## src/hw/rtl/text_console_cell_store_defines.svh

```systemverilog
// ----------------------------------------------------------------------------
// text_console_cell_store_defines
// Assertion macros for the text console cell store. Define ASSERT_OFF to
// compile every check to nothing.
// ----------------------------------------------------------------------------
`ifndef TEXT_CONSOLE_CELL_STORE_DEFINES_SVH
`define TEXT_CONSOLE_CELL_STORE_DEFINES_SVH

`ifndef ASSERT_OFF
// Check a property at every rising edge outside reset.
`define TCCS_ASSERT(lbl, clk, rst_n, prop, msg) \
  lbl: assert property (@(posedge clk) disable iff (!rst_n) (prop)) else $error(msg);
// Check that a condition in one cycle leads to another in the next cycle.
`define TCCS_ASSERT_NEXT(lbl, clk, rst_n, ante, cons, msg) \
  lbl: assert property (@(posedge clk) disable iff (!rst_n) (ante) |=> (cons)) else $error(msg);
`else
`define TCCS_ASSERT(lbl, clk, rst_n, prop, msg)
`define TCCS_ASSERT_NEXT(lbl, clk, rst_n, ante, cons, msg)
`endif

`endif

```

## src/hw/rtl/tccs_pkg.sv

```systemverilog
// ----------------------------------------------------------------------------
// tccs_pkg
// Shared widths, character codes, op codes and register indexes of the
// text console cell store.
// ----------------------------------------------------------------------------
package tccs_pkg;

  localparam int OP_W       = 2;
  localparam int CODE_W     = 8;
  localparam int RROW_W     = 5;
  localparam int RCOL_W     = 7;
  localparam int CROW_W     = 6;
  localparam int CCOL_W     = 8;
  localparam int ROWS_CFG_W = 6;
  localparam int COLS_CFG_W = 8;
  localparam int APB_DATA_W = 32;
  localparam int APB_ADDR_W = 3;

  localparam logic [CODE_W-1:0]     CODE_NEWLINE  = 8'd10;
  localparam logic [CODE_W-1:0]     CODE_SPACE    = 8'd32;
  localparam logic [ROWS_CFG_W-1:0] ROWS_RESET    = 6'd28;
  localparam logic [COLS_CFG_W-1:0] COLUMNS_RESET = 8'd84;

  typedef enum logic [OP_W-1:0] {
    OP_PUT       = 2'd0,
    OP_BACKSPACE = 2'd1,
    OP_READ      = 2'd2,
    OP_NONE      = 2'd3
  } op_t;

  typedef enum logic {
    REG_ROWS    = 1'b0,
    REG_COLUMNS = 1'b1
  } reg_idx_t;

  // Outcome of one put: scroll first, then store a code.
  typedef struct packed {
    logic scroll;
    logic write_cell;
  } put_flags_t;

endpackage

```

## src/hw/rtl/tccs_cfg_regs.sv

```systemverilog
// ----------------------------------------------------------------------------
// tccs_cfg_regs
// APB register file for the screen size, with the saturated row and
// column counts the datapath works with.
// ----------------------------------------------------------------------------
module tccs_cfg_regs import tccs_pkg::*; #(
  parameter  int MAX_ROWS    = 32,
  parameter  int MAX_COLUMNS = 128,
  localparam int CR_W        = $clog2(MAX_ROWS + 1),
  localparam int CC_W        = $clog2(MAX_COLUMNS + 1)
) (
  input  logic                  clk,
  input  logic                  rst_n,
  input  logic                  psel,
  input  logic                  penable,
  input  logic                  pwrite,
  input  logic [APB_ADDR_W-1:0] paddr,
  input  logic [APB_DATA_W-1:0] pwdata,
  output logic [APB_DATA_W-1:0] prdata,
  output logic                  pready,
  output logic [CR_W-1:0]       eff_rows,
  output logic [CC_W-1:0]       eff_cols,
  output logic                  clamp_req
);

  logic [ROWS_CFG_W-1:0] rows_r;
  logic [COLS_CFG_W-1:0] cols_r;
  logic                  clamp_r;
  logic                  wr_en;
  reg_idx_t              reg_idx;

  assign pready  = 1'b1;
  assign wr_en   = psel && penable && pwrite;
  assign reg_idx = reg_idx_t'(paddr[2]);

  always_ff @(posedge clk) begin
    if (!rst_n) begin
      rows_r  <= ROWS_RESET;
      cols_r  <= COLUMNS_RESET;
      clamp_r <= 1'b0;
    end else begin
      clamp_r <= wr_en;
      if (wr_en) begin
        unique case (reg_idx)
          REG_ROWS:    rows_r <= pwdata[ROWS_CFG_W-1:0];
          REG_COLUMNS: cols_r <= pwdata[COLS_CFG_W-1:0];
        endcase
      end
    end
  end

  always_comb begin
    unique case (reg_idx)
      REG_ROWS:    prdata = APB_DATA_W'(rows_r);
      REG_COLUMNS: prdata = APB_DATA_W'(cols_r);
    endcase
  end

  // Saturate the counts to 1..MAX.
  always_comb begin
    if (rows_r == '0) begin
      eff_rows = CR_W'(1);
    end else if (32'(rows_r) > MAX_ROWS) begin
      eff_rows = CR_W'(MAX_ROWS);
    end else begin
      eff_rows = CR_W'(rows_r);
    end
    if (cols_r == '0) begin
      eff_cols = CC_W'(1);
    end else if (32'(cols_r) > MAX_COLUMNS) begin
      eff_cols = CC_W'(MAX_COLUMNS);
    end else begin
      eff_cols = CC_W'(cols_r);
    end
  end

  // Pull the cursor back onto the screen in the cycle after a write.
  assign clamp_req = clamp_r;

endmodule

```

## config.mk

```make
export PLATFORM = sky130hd
export DESIGN_NAME = tccs_cfg_regs
export DESIGN_NICKNAME = d
export VERILOG_FILES = /design/src/hw/rtl/text_console_cell_store_defines.svh /design/src/hw/rtl/tccs_pkg.sv /design/src/hw/rtl/tccs_cfg_regs.sv
export SDC_FILE = /design/constraint.sdc
export NUM_CORES = 1
export LEC_CHECK = 0
export BUFFER_PORTS_ARGS = -buffer_cell sky130_fd_sc_hd__buf_2
export CAP_MARGIN = 25
export CORE_MARGIN = 3
export CORE_UTILIZATION = 34
export DETAILED_ROUTE_END_ITERATION = 8
export PLACE_DENSITY_LB_ADDON = 0.15
export REMOVE_ABC_BUFFERS = 1
export SYNTH_ARGS = -nofsm -noshare
export SYNTH_HDL_FRONTEND = slang
export SYNTH_SLANG_ARGS = --single-unit
```

## constraint.sdc

```tcl
create_clock -name clk -period 1 [get_ports clk]
set_clock_uncertainty 0.15 [all_clocks]
set_input_delay 0 -clock clk [delete_from_list [all_inputs] [get_ports clk]]
set_output_delay 0 -clock clk [all_outputs]
set_load 0.01 [all_outputs]
```

; After elaboration in Yosys (flattened, before gate mapping)
; Cells that the tools add are included.
[totals]
out_inout_bits = 48
ff_bits = 15
in_bits = 40
word_cells = 17
[classes]
magnitude_cmp = 2
muxes = 5
reduce_logical = 6
n_bitwise = 1
[ops]
columns = operator, count
row1 = case mux 32 bit (2 select lines), 1
row2 = 2-to-1 mux 8 bit, 2
row3 = 2-to-1 mux 6 bit, 2
row4 = "greater-than comparator 8 bit, second input constant", 1
row5 = zero test 8 bit, 1
row6 = "greater-than comparator 6 bit, second input constant", 1
row7 = zero test 6 bit, 1
row8 = AND reduction 2 bit, 2
row9 = logical AND 1 bit, 2
row10 = inverter 1 bit, 1

; Longest topological paths before layout
[logic_depth]
ltp_word = 3
mapped_depth = 3
mapped_depth_nobuf = 2

; Worst setup path after synthesis
; Ideal clock, no wire load.
[synth_timing]
kind = flip-flop to output port
startpoint = register cols_r[6]
endpoint = output eff_cols[0]
path_buffers = 0
required_time_ns = 0.850
stages_incl_launch_ff = 3
slack_ns = -0.276
arrival_time_ns = 1.126
path_cell_list = dfxtp_1 -> or4_4 -> o41ai_2
[synth_between]
elab_chain_len = 3
elab_cells_between_ends = 4
cone_classes = order compare (1) / mux (2) / reduce/logical (1)
[synth_rtl]
columns = item, line_no
row1 = "start, declared", tccs_cfg_regs.sv:27  ; logic [COLS_CFG_W-1:0] cols_r;
row2 = "start signal, assigned", tccs_cfg_regs.sv:46  ; REG_COLUMNS: cols_r <= pwdata[COLS_CFG_W-1:0];
row3 = greater-than comparator 8 bit, tccs_cfg_regs.sv:70  ; end else if (32'(cols_r) > MAX_COLUMNS) begin
row4 = 2-to-1 mux 8 bit, tccs_cfg_regs.sv:70
row5 = 2-to-1 mux 8 bit *, tccs_cfg_regs.sv:68  ; if (cols_r == '0) begin
row6 = "end, declared", tccs_cfg_regs.sv:22  ; output logic [CC_W-1:0] eff_cols,
; Mark *: on every way between the ends. The rest lies on a longest branch, timed or not.

; Final worst setup path
; Ends and elaborated chain as after synthesis.

==> out/metrics.cfg <==
[outcome]
status = finished, violations left
violations = negative setup slack

[drt]
wl_mm = 2.76
wl_met3_um = 232
drt-initial-drc-count = 38
drc_errors = 0
detail-route-antenna-nets = 0
dr_total_vias = 912
wl_per_cell_um = 13.3
drt_first_pass_iters = 4
vias_per_cell = 4.38
wl_met1_mm = 1.23
wl_met2_mm = 1.31
highest_layer = met3

[clock_network]
cts_tree = yes
h-tree-depth = 1
numCtsBuffers = 3
clkSinkCount = 15
clk_pin_slew_worst_paths_ns = 0.09
clock_latency_ns = 0.29
root_buffer = clkbuf_4
clock_path_buffers = 2

[timing]
timing.final.crit_share = 1.73
finalSetupTns_ns = -5.53
whs_ns = 0.00611
fmax_ghz = 0.577
finalMaxSlewViolations = 0
setup_ws_ns = -0.735
rsz0062_at_grt = true
finalCriticalPeriod_ns = 1.73
setup_violations = 29
hold_viol = 0

[floorplan]
chipHeight_um = 60.7
placeableCoreArea_sq_um = 2810
fp.dieW_um = 60.7
start_util = 0.363
io_pins = 88
rows = 19
die_area_sq_um = 3680

[critical_path]
critPathBufInv = 1
crit_arrival_ns = 1.58
worst_path_largest_cell_delay_ns = 0.53
path_cells = or4_4, o41ai_2, buf_2
cpLargestDelayFamily = simple AND/OR/NAND/NOR gates
worst_path_max_delay_cell = or4_4
crit_type = flop to primary output
required_ns = 0.85
startpoint_type = flop
endpoint_kind = primary output
critPathMaxFanout = 2

[cells_and_area]
nets = 218
diodes = 0
final_area_sq_um = 1610
syn_to_final_growth_pct = 58.2
drive_above_1_share = 0.475

[placed_design]
place_congestion = 0.734
placed_area_sq_um = 1240
preCtsSetupSlack_ns = -0.388
place_hpwl_mm = 1.73
io_buffers = 36

[global_route]
grt_max_degree = 12
grt_pass1_vias = 788
grt_pass1_wl_mm = 3.73
antenna_found_initial = 0
grt_usage = 0.137
overflow = 0

[yosys]
avgSynthCellArea_sq_um = 8.92
yosys_register_bits = 15
yosysWarningCount = 0
yosysSeqAreaShare = 0.295
synth_cells = 114
syn_area_sq_um = 1020
synth_cell_types = 21

[power_and_ir_drop]
ir_worst_vdd_mv = 0.722
p_total_mw = 1.31
powerDensity_nw_per_um2 = 815
p_leak_nw = 0.801

[min_path]
hp-class = primary input to flop

[job]
maxCapViolCount = 0

[sequential cells by signal, summed over array words and instances (netlist names)]
| register | cells |
|---|---|
| clamp_req | 1 |
| rows_r | 6 |
| cols_r | 8 |
[logic make-up after synthesis]
family,share of synthesized area
other cells,0.00738
mux,0.193
buf+inv,0.220
flops,0.295
simple gates,0.258
compound gates,0.0258
[metrics by stage]
stage / utilization / std cells
after floorplan: - / 105
after global placement: 0.444 / 186
after detailed placement: 0.444 / 186
after CTS: 0.536 / 204
after global routing: 0.574 / 208
final: 0.574 / 208
[final timing paths]
kind / start / end / slack [ns] / cells past startpoint
worst max register to register: cols_r[6] / cols_r[6] / -0.06 / 4
worst max-delay path: cols_r[6] / eff_cols[0] / -0.73 / 3
worst min-delay path: rst_n / cols_r[4] / 0.006 / 4
worst min register to register: rows_r[0] / rows_r[0] / 0.32 / 2
[where the power goes]
group / internal (mW) / switching [mW] / leakage [nW] / total, mW
sequential: 0.606 / 0.0116 / 0.124 / 0.617
combinational: 0.179 / 0.160 / 0.660 / 0.340
clock: 0.149 / 0.205 / 0.0177 / 0.354
[routing by layer]
metal / track usage / vias to the layer above
met5: 0 / -
met4: 0.0186 / 0
met3: 0.0404 / 0
met2: 0.227 / 51
met1: 0.180 / 412
li1: - / 449
[placed cells by master (no fill, tap or decap), drive strengths merged]
cell type,netlist,layout
buf,28,54
conb,2,25
nor2b,19,19
dfxtp,15,15
mux2i,14,14
nand2,14,14
dlygate4sd3,0,13
mux2,5,5
clkbuf,4,3
and2,2,2
and4,2,2
or4,2,2
or2b,1,1
o41ai,1,1
inv,1,1
o21ai,1,1
a21oi,1,1
nand4b,1,1
and2b,1,1
clkinv,0,1
dlymetal6s4s,0,1
[layout make-up]
class                   count  area, sq um
repair buffers             68          599
multi-input cells          89          617
clock inverters             1         5.00
fillers                   258         1200
flip-flops and latches     15          323
clock buffers               3         22.5
well taps                  31         38.8
inverters                   1         3.75
[cells in the mapped netlist]
library cell | number | share of area
o21ai_1 | 1 | 0.0049
and2_1 | 2 | 0.012
nand4b_4 | 1 | 0.023
o41ai_2 | 1 | 0.016
a21oi_1 | 1 | 0.0049
and2b_2 | 1 | 0.0086
or4_4 | 1 | 0.011
mux2i_1 | 14 | 0.14
buf_4 | 26 | 0.19
or4_1 | 1 | 0.0074
and4_1 | 2 | 0.017
buf_2 | 2 | 0.0098
nand2_1 | 14 | 0.052
mux2_1 | 5 | 0.055
inv_1 | 1 | 0.0037
dfxtp_1 | 15 | 0.30
or2b_1 | 1 | 0.0074
clkbuf_1 | 4 | 0.015
nor2b_1 | 18 | 0.11
nor2b_2 | 1 | 0.0086
conb_1 | 2 | 0.0074
[timing repair]
| action | 4_1_cts | 5_1_grt |
|---|---|---|
| pin swaps | 2 | 3 |
| gates cloned | 0 | 1 |
| buffers inserted | 0 | 6 |
| hold buffers | 14 | 3 |
| hold endpoints to repair | 15 | 6 |
| gates resized for setup | 28 | 23 |
| setup endpoints to repair | 22 | 31 |
[worst min-delay path, delay by kind of cell]
kind | cells | cell delay, ns
buf+inv | 2 | 0.23
simple gates | 1 | 0.11
mux | 1 | 0.07
No activity file was read; power rests on OpenSTA's default activity.
