**config.mk**
```make
export PLATFORM = sky130hd
export DESIGN_NAME = tccs_put_calc
export DESIGN_NICKNAME = d
export VERILOG_FILES = /design/src/hw/rtl/text_console_cell_store_defines.svh /design/src/hw/rtl/tccs_pkg.sv /design/src/hw/rtl/tccs_put_calc.sv
export SDC_FILE = /design/constraint.sdc
export NUM_CORES = 1
export LEC_CHECK = 0
export ABC_AREA = 0
export BUFFER_PORTS_ARGS = -buffer_cell sky130_fd_sc_hd__buf_2
export CORE_ASPECT_RATIO = 1.1
export CORE_MARGIN = 2
export CORE_UTILIZATION = 55
export DETAILED_ROUTE_END_ITERATION = 8
export PLACE_DENSITY = 0.88
export RECOVER_POWER = 50
export SYNTH_ARGS = -nofsm -noshare
export SYNTH_HDL_FRONTEND = slang
export SYNTH_SLANG_ARGS = --single-unit
```
**constraint.sdc**
```tcl
create_clock -name vclk -period 11.4
set_clock_uncertainty 0.2 [all_clocks]
set_input_delay 2.28 -clock vclk [all_inputs]
set_output_delay 2.28 -clock vclk [all_outputs]
set_load 0.05 [all_outputs]
```
**src/hw/rtl/text_console_cell_store_defines.svh**
```systemverilog
// ----------------------------------------------------------------------------
// text_console_cell_store_defines
// Assertion macros for the text console cell store. Define ASSERT_OFF to
// compile every check to nothing.
// ----------------------------------------------------------------------------
`ifndef TEXT_CONSOLE_CELL_STORE_DEFINES_SVH
`define TEXT_CONSOLE_CELL_STORE_DEFINES_SVH

`ifndef ASSERT_OFF
// Check a property at every rising edge outside reset.
`define TCCS_ASSERT(lbl, clk, rst_n, prop, msg) \
  lbl: assert property (@(posedge clk) disable iff (!rst_n) (prop)) else $error(msg);
// Check that a condition in one cycle leads to another in the next cycle.
`define TCCS_ASSERT_NEXT(lbl, clk, rst_n, ante, cons, msg) \
  lbl: assert property (@(posedge clk) disable iff (!rst_n) (ante) |=> (cons)) else $error(msg);
`else
`define TCCS_ASSERT(lbl, clk, rst_n, prop, msg)
`define TCCS_ASSERT_NEXT(lbl, clk, rst_n, ante, cons, msg)
`endif

`endif

```
**src/hw/rtl/tccs_pkg.sv**
```systemverilog
// ----------------------------------------------------------------------------
// tccs_pkg
// Shared widths, character codes, op codes and register indexes of the
// text console cell store.
// ----------------------------------------------------------------------------
package tccs_pkg;

  localparam int OP_W       = 2;
  localparam int CODE_W     = 8;
  localparam int RROW_W     = 5;
  localparam int RCOL_W     = 7;
  localparam int CROW_W     = 6;
  localparam int CCOL_W     = 8;
  localparam int ROWS_CFG_W = 6;
  localparam int COLS_CFG_W = 8;
  localparam int APB_DATA_W = 32;
  localparam int APB_ADDR_W = 3;

  localparam logic [CODE_W-1:0]     CODE_NEWLINE  = 8'd10;
  localparam logic [CODE_W-1:0]     CODE_SPACE    = 8'd32;
  localparam logic [ROWS_CFG_W-1:0] ROWS_RESET    = 6'd28;
  localparam logic [COLS_CFG_W-1:0] COLUMNS_RESET = 8'd84;

  typedef enum logic [OP_W-1:0] {
    OP_PUT       = 2'd0,
    OP_BACKSPACE = 2'd1,
    OP_READ      = 2'd2,
    OP_NONE      = 2'd3
  } op_t;

  typedef enum logic {
    REG_ROWS    = 1'b0,
    REG_COLUMNS = 1'b1
  } reg_idx_t;

  // Outcome of one put: scroll first, then store a code.
  typedef struct packed {
    logic scroll;
    logic write_cell;
  } put_flags_t;

endpackage

```
**src/hw/rtl/tccs_put_calc.sv**
```systemverilog
// ----------------------------------------------------------------------------
// tccs_put_calc
// Cursor update for one item: scroll decision, wrap, newline, the cell to
// store and the cursor that results.
// ----------------------------------------------------------------------------
module tccs_put_calc import tccs_pkg::*; #(
  parameter  int MAX_ROWS    = 32,
  parameter  int MAX_COLUMNS = 128,
  localparam int ROW_W       = $clog2(MAX_ROWS),
  localparam int COL_W       = $clog2(MAX_COLUMNS),
  localparam int CR_W        = $clog2(MAX_ROWS + 1),
  localparam int CC_W        = $clog2(MAX_COLUMNS + 1)
) (
  input  op_t               op,
  input  logic [CODE_W-1:0] char_code,
  input  logic [CR_W-1:0]   cur_row,
  input  logic [CC_W-1:0]   cur_col,
  input  logic [CR_W-1:0]   eff_rows,
  input  logic [CC_W-1:0]   eff_cols,
  output logic [CR_W-1:0]   row_nxt,
  output logic [CC_W-1:0]   col_nxt,
  output logic [ROW_W-1:0]  wr_row,
  output logic [COL_W-1:0]  wr_col,
  output logic [CODE_W-1:0] wr_code,
  output put_flags_t        flags
);

  logic [CR_W-1:0] row_c, r1, r2, r3;
  logic [CC_W-1:0] col_c, col0, c1, c2;
  logic            is_put, s1, s2, wrap;

  always_comb begin
    row_c   = (cur_row > eff_rows) ? eff_rows : cur_row;
    col_c   = (cur_col > eff_cols) ? eff_cols : cur_col;
    is_put  = (op == OP_PUT) || (op == OP_BACKSPACE);
    wr_code = (op == OP_PUT) ? char_code : CODE_SPACE;
    // Backspace steps back before putting its space.
    col0    = ((op == OP_BACKSPACE) && (col_c != '0)) ? col_c - CC_W'(1) : col_c;
    // Cursor parked below the last row: scroll first.
    s1      = (row_c >= eff_rows);
    r1      = s1 ? eff_rows - CR_W'(1) : row_c;
    c1      = s1 ? '0 : col0;
    // Wrap at the right edge; scroll at once when that leaves the screen.
    wrap    = (c1 >= eff_cols);
    r2      = wrap ? r1 + CR_W'(1) : r1;
    c2      = wrap ? '0 : c1;
    s2      = wrap && (r2 >= eff_rows);
    r3      = s2 ? eff_rows - CR_W'(1) : r2;

    wr_row  = ROW_W'(r3);
    wr_col  = COL_W'(c2);
    row_nxt = row_c;
    col_nxt = col_c;
    flags   = '0;
    if (is_put) begin
      if ((op == OP_PUT) && (char_code == CODE_NEWLINE)) begin
        row_nxt      = r1 + CR_W'(1);
        col_nxt      = '0;
        flags.scroll = s1;
      end else begin
        row_nxt          = r3;
        // Backspace steps back again over the space it put.
        col_nxt          = (op == OP_BACKSPACE) ? c2 : c2 + CC_W'(1);
        flags.scroll     = s1 || s2;
        flags.write_cell = 1'b1;
      end
    end
  end

endmodule

```
### Yosys cells after proc, flatten, opt, wreduce, memory -nomap -nowiden

Cells that the tools add are included.

| word-level totals | value |
|---|---|
| bits in registers | 0 |

| operators by class | value |
|---|---|
| multiplexer cells | 17 |
| $lt $le $gt $ge | 5 |
| eq/ne operators | 2 |
| reductions and logical operators | 7 |
| add/sub/neg operators | 4 |

Operator list:

| cell | number |
|---|---|
| $mux W8 | 8 |
| $mux W6 | 6 |
| $ge A6 B6 Y1 | 2 |
| $add A8 B1 Y8 const B | 1 |
| $eq A8 B4 Y1 const B | 1 |
| $ge A8 B8 Y1 | 1 |
| $gt A8 B8 Y1 | 1 |
| $reduce_bool A8 Y1 | 1 |
| $sub A8 B1 Y8 const B | 1 |
| $add A6 B1 Y6 const B | 1 |
| $gt A6 B6 Y1 | 1 |
| $sub A6 B1 Y6 const B | 1 |
| $logic_and A1 B1 Y1 | 3 |
| $eq A2 B1 Y1 const B | 1 |
| $logic_not A2 Y1 | 1 |
| $logic_or A1 B1 Y1 | 2 |
| $mux W1 | 2 |
| $mux W2 | 1 |

### Depth between registers and ports, before layout

| logic depth | value |
|---|---|
| depth after elaboration | 13 |
| gate-level depth with buffers | 31 |

### Worst setup path before layout

No wires, ideal clock.

| timing path | value |
|---|---|
| path kind | in2out |
| start point | in eff_rows[4] |
| end point | out row_nxt[4] |
| slack | -127 ps |
| stages | 28 |
| data arrival time | 9047 ps |
| required time | 8920 ps |
| path buffers | 3 |
| cells stage by stage | inv_1 -> ha_1 -> nand4_1 -> a21oi_1 -> o32a_1 -> clkbuf_1 -> mux2_2 -> ha_1 -> a2111oi_0 -> a21o_1 -> clkbuf_1 -> and2_1 -> ha_1 -> a21o_1 -> a211oi_1 -> o21ai_1 -> a21oi_1 -> mux2_2 -> ha_1 -> a21oi_1 -> o21a_1 -> o21ai_0 -> and2_1 -> clkbuf_1 -> nand2_1 -> a21oi_1 -> nor2_1 -> o31ai_1 |

| on the way | value |
|---|---|
| longest elaborated chain between the ends | 11 |
| elaborated cells on any way between the ends | 14 |

Ends and longest elaborated chain:

| what | line | RTL |
|---|---|---|
| start, declared | tccs_put_calc.sv:18 | `input logic [CR_W-1:0] eff_rows,` |
| $gt A6 B6 Y1 | tccs_put_calc.sv:33 | `row_c = (cur_row > eff_rows) ? eff_rows : cur_row;` |
| $mux W6 | tccs_put_calc.sv:33 |  |
| $ge A6 B6 Y1 | tccs_put_calc.sv:40 | `s1 = (row_c >= eff_rows);` |
| $mux W8 / $mux W6 (equally long branches) | tccs_put_calc.sv:42, tccs_put_calc.sv:41 |  |
| $ge A8 B8 Y1 / $add A6 B1 Y6 (equally long branches) | tccs_put_calc.sv:44, tccs_put_calc.sv:45, tccs_put_calc.sv:57 |  |
| $mux W6 | tccs_put_calc.sv:45 | `r2 = wrap ? r1 + CR_W'(1) : r1;` |
| $ge A6 B6 Y1 | tccs_put_calc.sv:47 | `s2 = wrap && (r2 >= eff_rows);` |
| $logic_and A1 B1 Y1 | tccs_put_calc.sv:47 |  |
| $mux W6 | tccs_put_calc.sv:48 | `r3 = s2 ? eff_rows - CR_W'(1) : r2;` |
| $mux W6 | tccs_put_calc.sv:56 | `if ((op == OP_PUT) && (char_code == CODE_NEWLINE)) begin` |
| $mux W6 * | tccs_put_calc.sv:55 | `if (is_put) begin` |
| end, declared | tccs_put_calc.sv:20 | `output logic [CR_W-1:0] row_nxt,` |

Mark *: on every way between the ends. The rest lies on a longest branch, timed or not.

### Worst setup path after layout

| timing path | value |
|---|---|
| start point | in eff_rows[3] |
| end point | out row_nxt[1] |

The elaborated chain is that of the path after synthesis.

==> qor.txt <==
Run status = finished clean
Initial standard-cell utilization of the core = 0.5799
Wire length of the first global-routing pass = 11,510 um
Total number of sequential cells = 0
Vias/cell = 6.124
Post-layout power = 341.5 uW
Largest family of logic cells by synthesized area = simple AND/OR/NAND/NOR gates
Detailed-route via count = 2,756
Xor-xnor portion of the synthesized cell area = 0.08320
Initial antenna violation count = 0
Fraction of the cycle the final worst path needs = 0.9600
CP Data Required Time = 8.92 ns
Register Area = 0 um^2
Routed WL = 7089 um
Switching component of the power = 233.5 uW
DRC marker count from the first detailed-route iteration = 170
Final instance count without filler cells = 450
Die Height = 72.06 um
Post-synthesis instance area = 0.002316 mm^2
Number of cells in the design after placement = 450
Sequential fraction of the synthesis area = 0
Relative slew slack = 0.1185
Drt drc = 0
Num rows = 24
Achievable Freq = 91.38 MHz
Most common cell after layout, fill and taps aside = sky130_fd_sc_hd__buf_2
Worst-case setup margin in the final layout = 0.4561 ns
Area Growth Syn to Fin = 18.91%
Area used by multi-input combinational logic = 0.002203 mm^2
Via count of the first global-routing pass = 2,606
Crit path kind = in2out
Most used cell, CP = sky130_fd_sc_hd__ha_1
Max-Cap Viols = 0
Final slew viol count = 0
Filler cells = 364
Critical-path cell with the highest stage delay = sky130_fd_sc_hd__a2111oi_1
Arr. time, crit path = 8.46 ns
Routed wire per std cell = 15.75 um
Count of final hold-check violations = 0
Area share of fa/ha/maj cells after synthesis = 0.2053
Tightest Hold Check Type = in2out
1st-pass router iterations = 5
ANT cells = 0
Compound-Gate Fraction of Synth Area = 0.2480
Internal power = 108.0 uW
Critical Path End Type = primary output
Core outline area = 0.003994 mm^2
Number of buffers inserted by hold repair at cts = 0
Mean Syn Cell Area = 7.082 um^2
Total congestion overflow = 0
Switching share of total power = 0.6837
Number of nets in the finished design = 476
Mux share of post-synthesis cell area = 0.1005
Area fraction in and, or, nand and nor cells after synthesis = 0.3063
Synthesized netlist cell count = 327
Max rail drop VDD = 0.00005795 V
Largest net degree at the start of global routing = 30
Post-DP HPWL = 6005 um
Die Area = 0.004747 mm^2
Distinct cell type count after synthesis = 60
Count of clock-net buffers in the final layout = 0
Final count of negative-setup-slack endpoints = 0
Static power due to leakage = 1.302 nW
Tot GR Track Use = 0.2962
Setup repair bufs after CTS = 0
Crit-path max FO = 12
Total of cells resized after clock tree synthesis = 0
YS warnings = 0
Worst slack at placement = 0.1790 ns
Chip Width = 65.87 um
Commonest non-fill, non-tap cells in the layout = sky130_fd_sc_hd__buf_2, sky130_fd_sc_hd__ha_1, sky130_fd_sc_hd__nand2_1
Share of cells above drive strength 1 = 0.2513
Setup Total Neg Slack = 0 ns
Relative contribution of combinational cells to total power = 1.000
Clock power share = 0
Largest stage delay, worst path = 0.55 ns
Post-layout minimum cycle time = 10.94 ns
Power density over the cells = 124.0 mW/mm^2
Placer's final routability congestion estimate = 0.9491
Startpoint types = input pin
Least-Margin Pin Slew = 1.322 ns
Number of input and output port buffers inserted = 74
Fraction of power consumed by sequential logic = 0
Synthesized net count = 403
Boundary Pins = 74
Count of nets left with antenna violations after detail routing = 0
-- critical path: cells and delay by family --
family / cells / cell delay, ns
and+or+nand+nor: 4 / 0.88
AOI/OAI and AO/OA: 11 / 2.34
buffers and inverters: 3 / 0.52
muxes: 4 / 1.29
adders and majority gates: 4 / 1.17
-- metrics by stage --
stage	util	hold slack (ns)	area (um^2)
after global routing	0.6895	4.797	2754
after CTS	0.6902	4.777	2756
after detailed placement	0.6902	4.775	2756
after global placement	0.6902	4.775	2756
after floorplan	-	4.645	2321
final	0.6895	4.775	2754
-- layout make-up --
| type | count | area share |
|---|---|---|
| inverters | 23 | 0.03135 |
| multi-input cells | 295 | 0.8001 |
| repair buffers | 80 | 0.1449 |
| well taps | 52 | 0.02363 |
-- cells by family (layout without fill, tap and decap cells) --
family / after synthesis / in the layout
mux: 21 / 21
buf+inv: 32 / 103
compound gates: 83 / 83
fa+ha+maj: 38 / 38
xor+xnor: 22 / 22
simple gates: 131 / 131
-- per-layer routing --
metal  vias to the layer above  share of wire  global-route usage
met5                         -              0                   0
met4                         0          0.025             0.07870
met3                        19          0.056             0.01085
met2                       122           0.51              0.5365
met1                      1272           0.41              0.3806
li1                       1343              -                   -
-- power by group through the flow --
stage,clock network [mW],logic [mW],registers [mW]
6_report,0,0.341,0
5_1_grt,0,0.365,0
4_1_cts,0,0.340,0
3_5_place_dp,0,0.339,0
3_3_place_gp,0,0.333,0
2_1_floorplan,0,0.260,0
-- cells in the mapped netlist, drive strengths merged (6+ instances only) --
library cell  instances  area (um^2)
ha                   38        475.5
nand2                35        131.4
a21oi                28        147.6
nor2                 24        90.09
inv                  23        86.33
and2                 16        100.1
o21ai                16        80.08
xnor2                16        140.1
mux2                 15        172.7
nand3                11        55.05
clkbuf                7        26.28
nor3                  7        35.03
a21o                  6        45.04
mux2i                 6        60.06
xor2                  6        52.55
-- path summary, 6_finish.rpt --
| kind | slack, ns | cells after the start | to | from |
|---|---|---|---|---|
| max | 0.46 | 26 | row_nxt[1] | eff_rows[3] |
| min | 4.78 | 3 | wr_code[5] | char_code[5] |
Power figures use the tool's default switching activity.
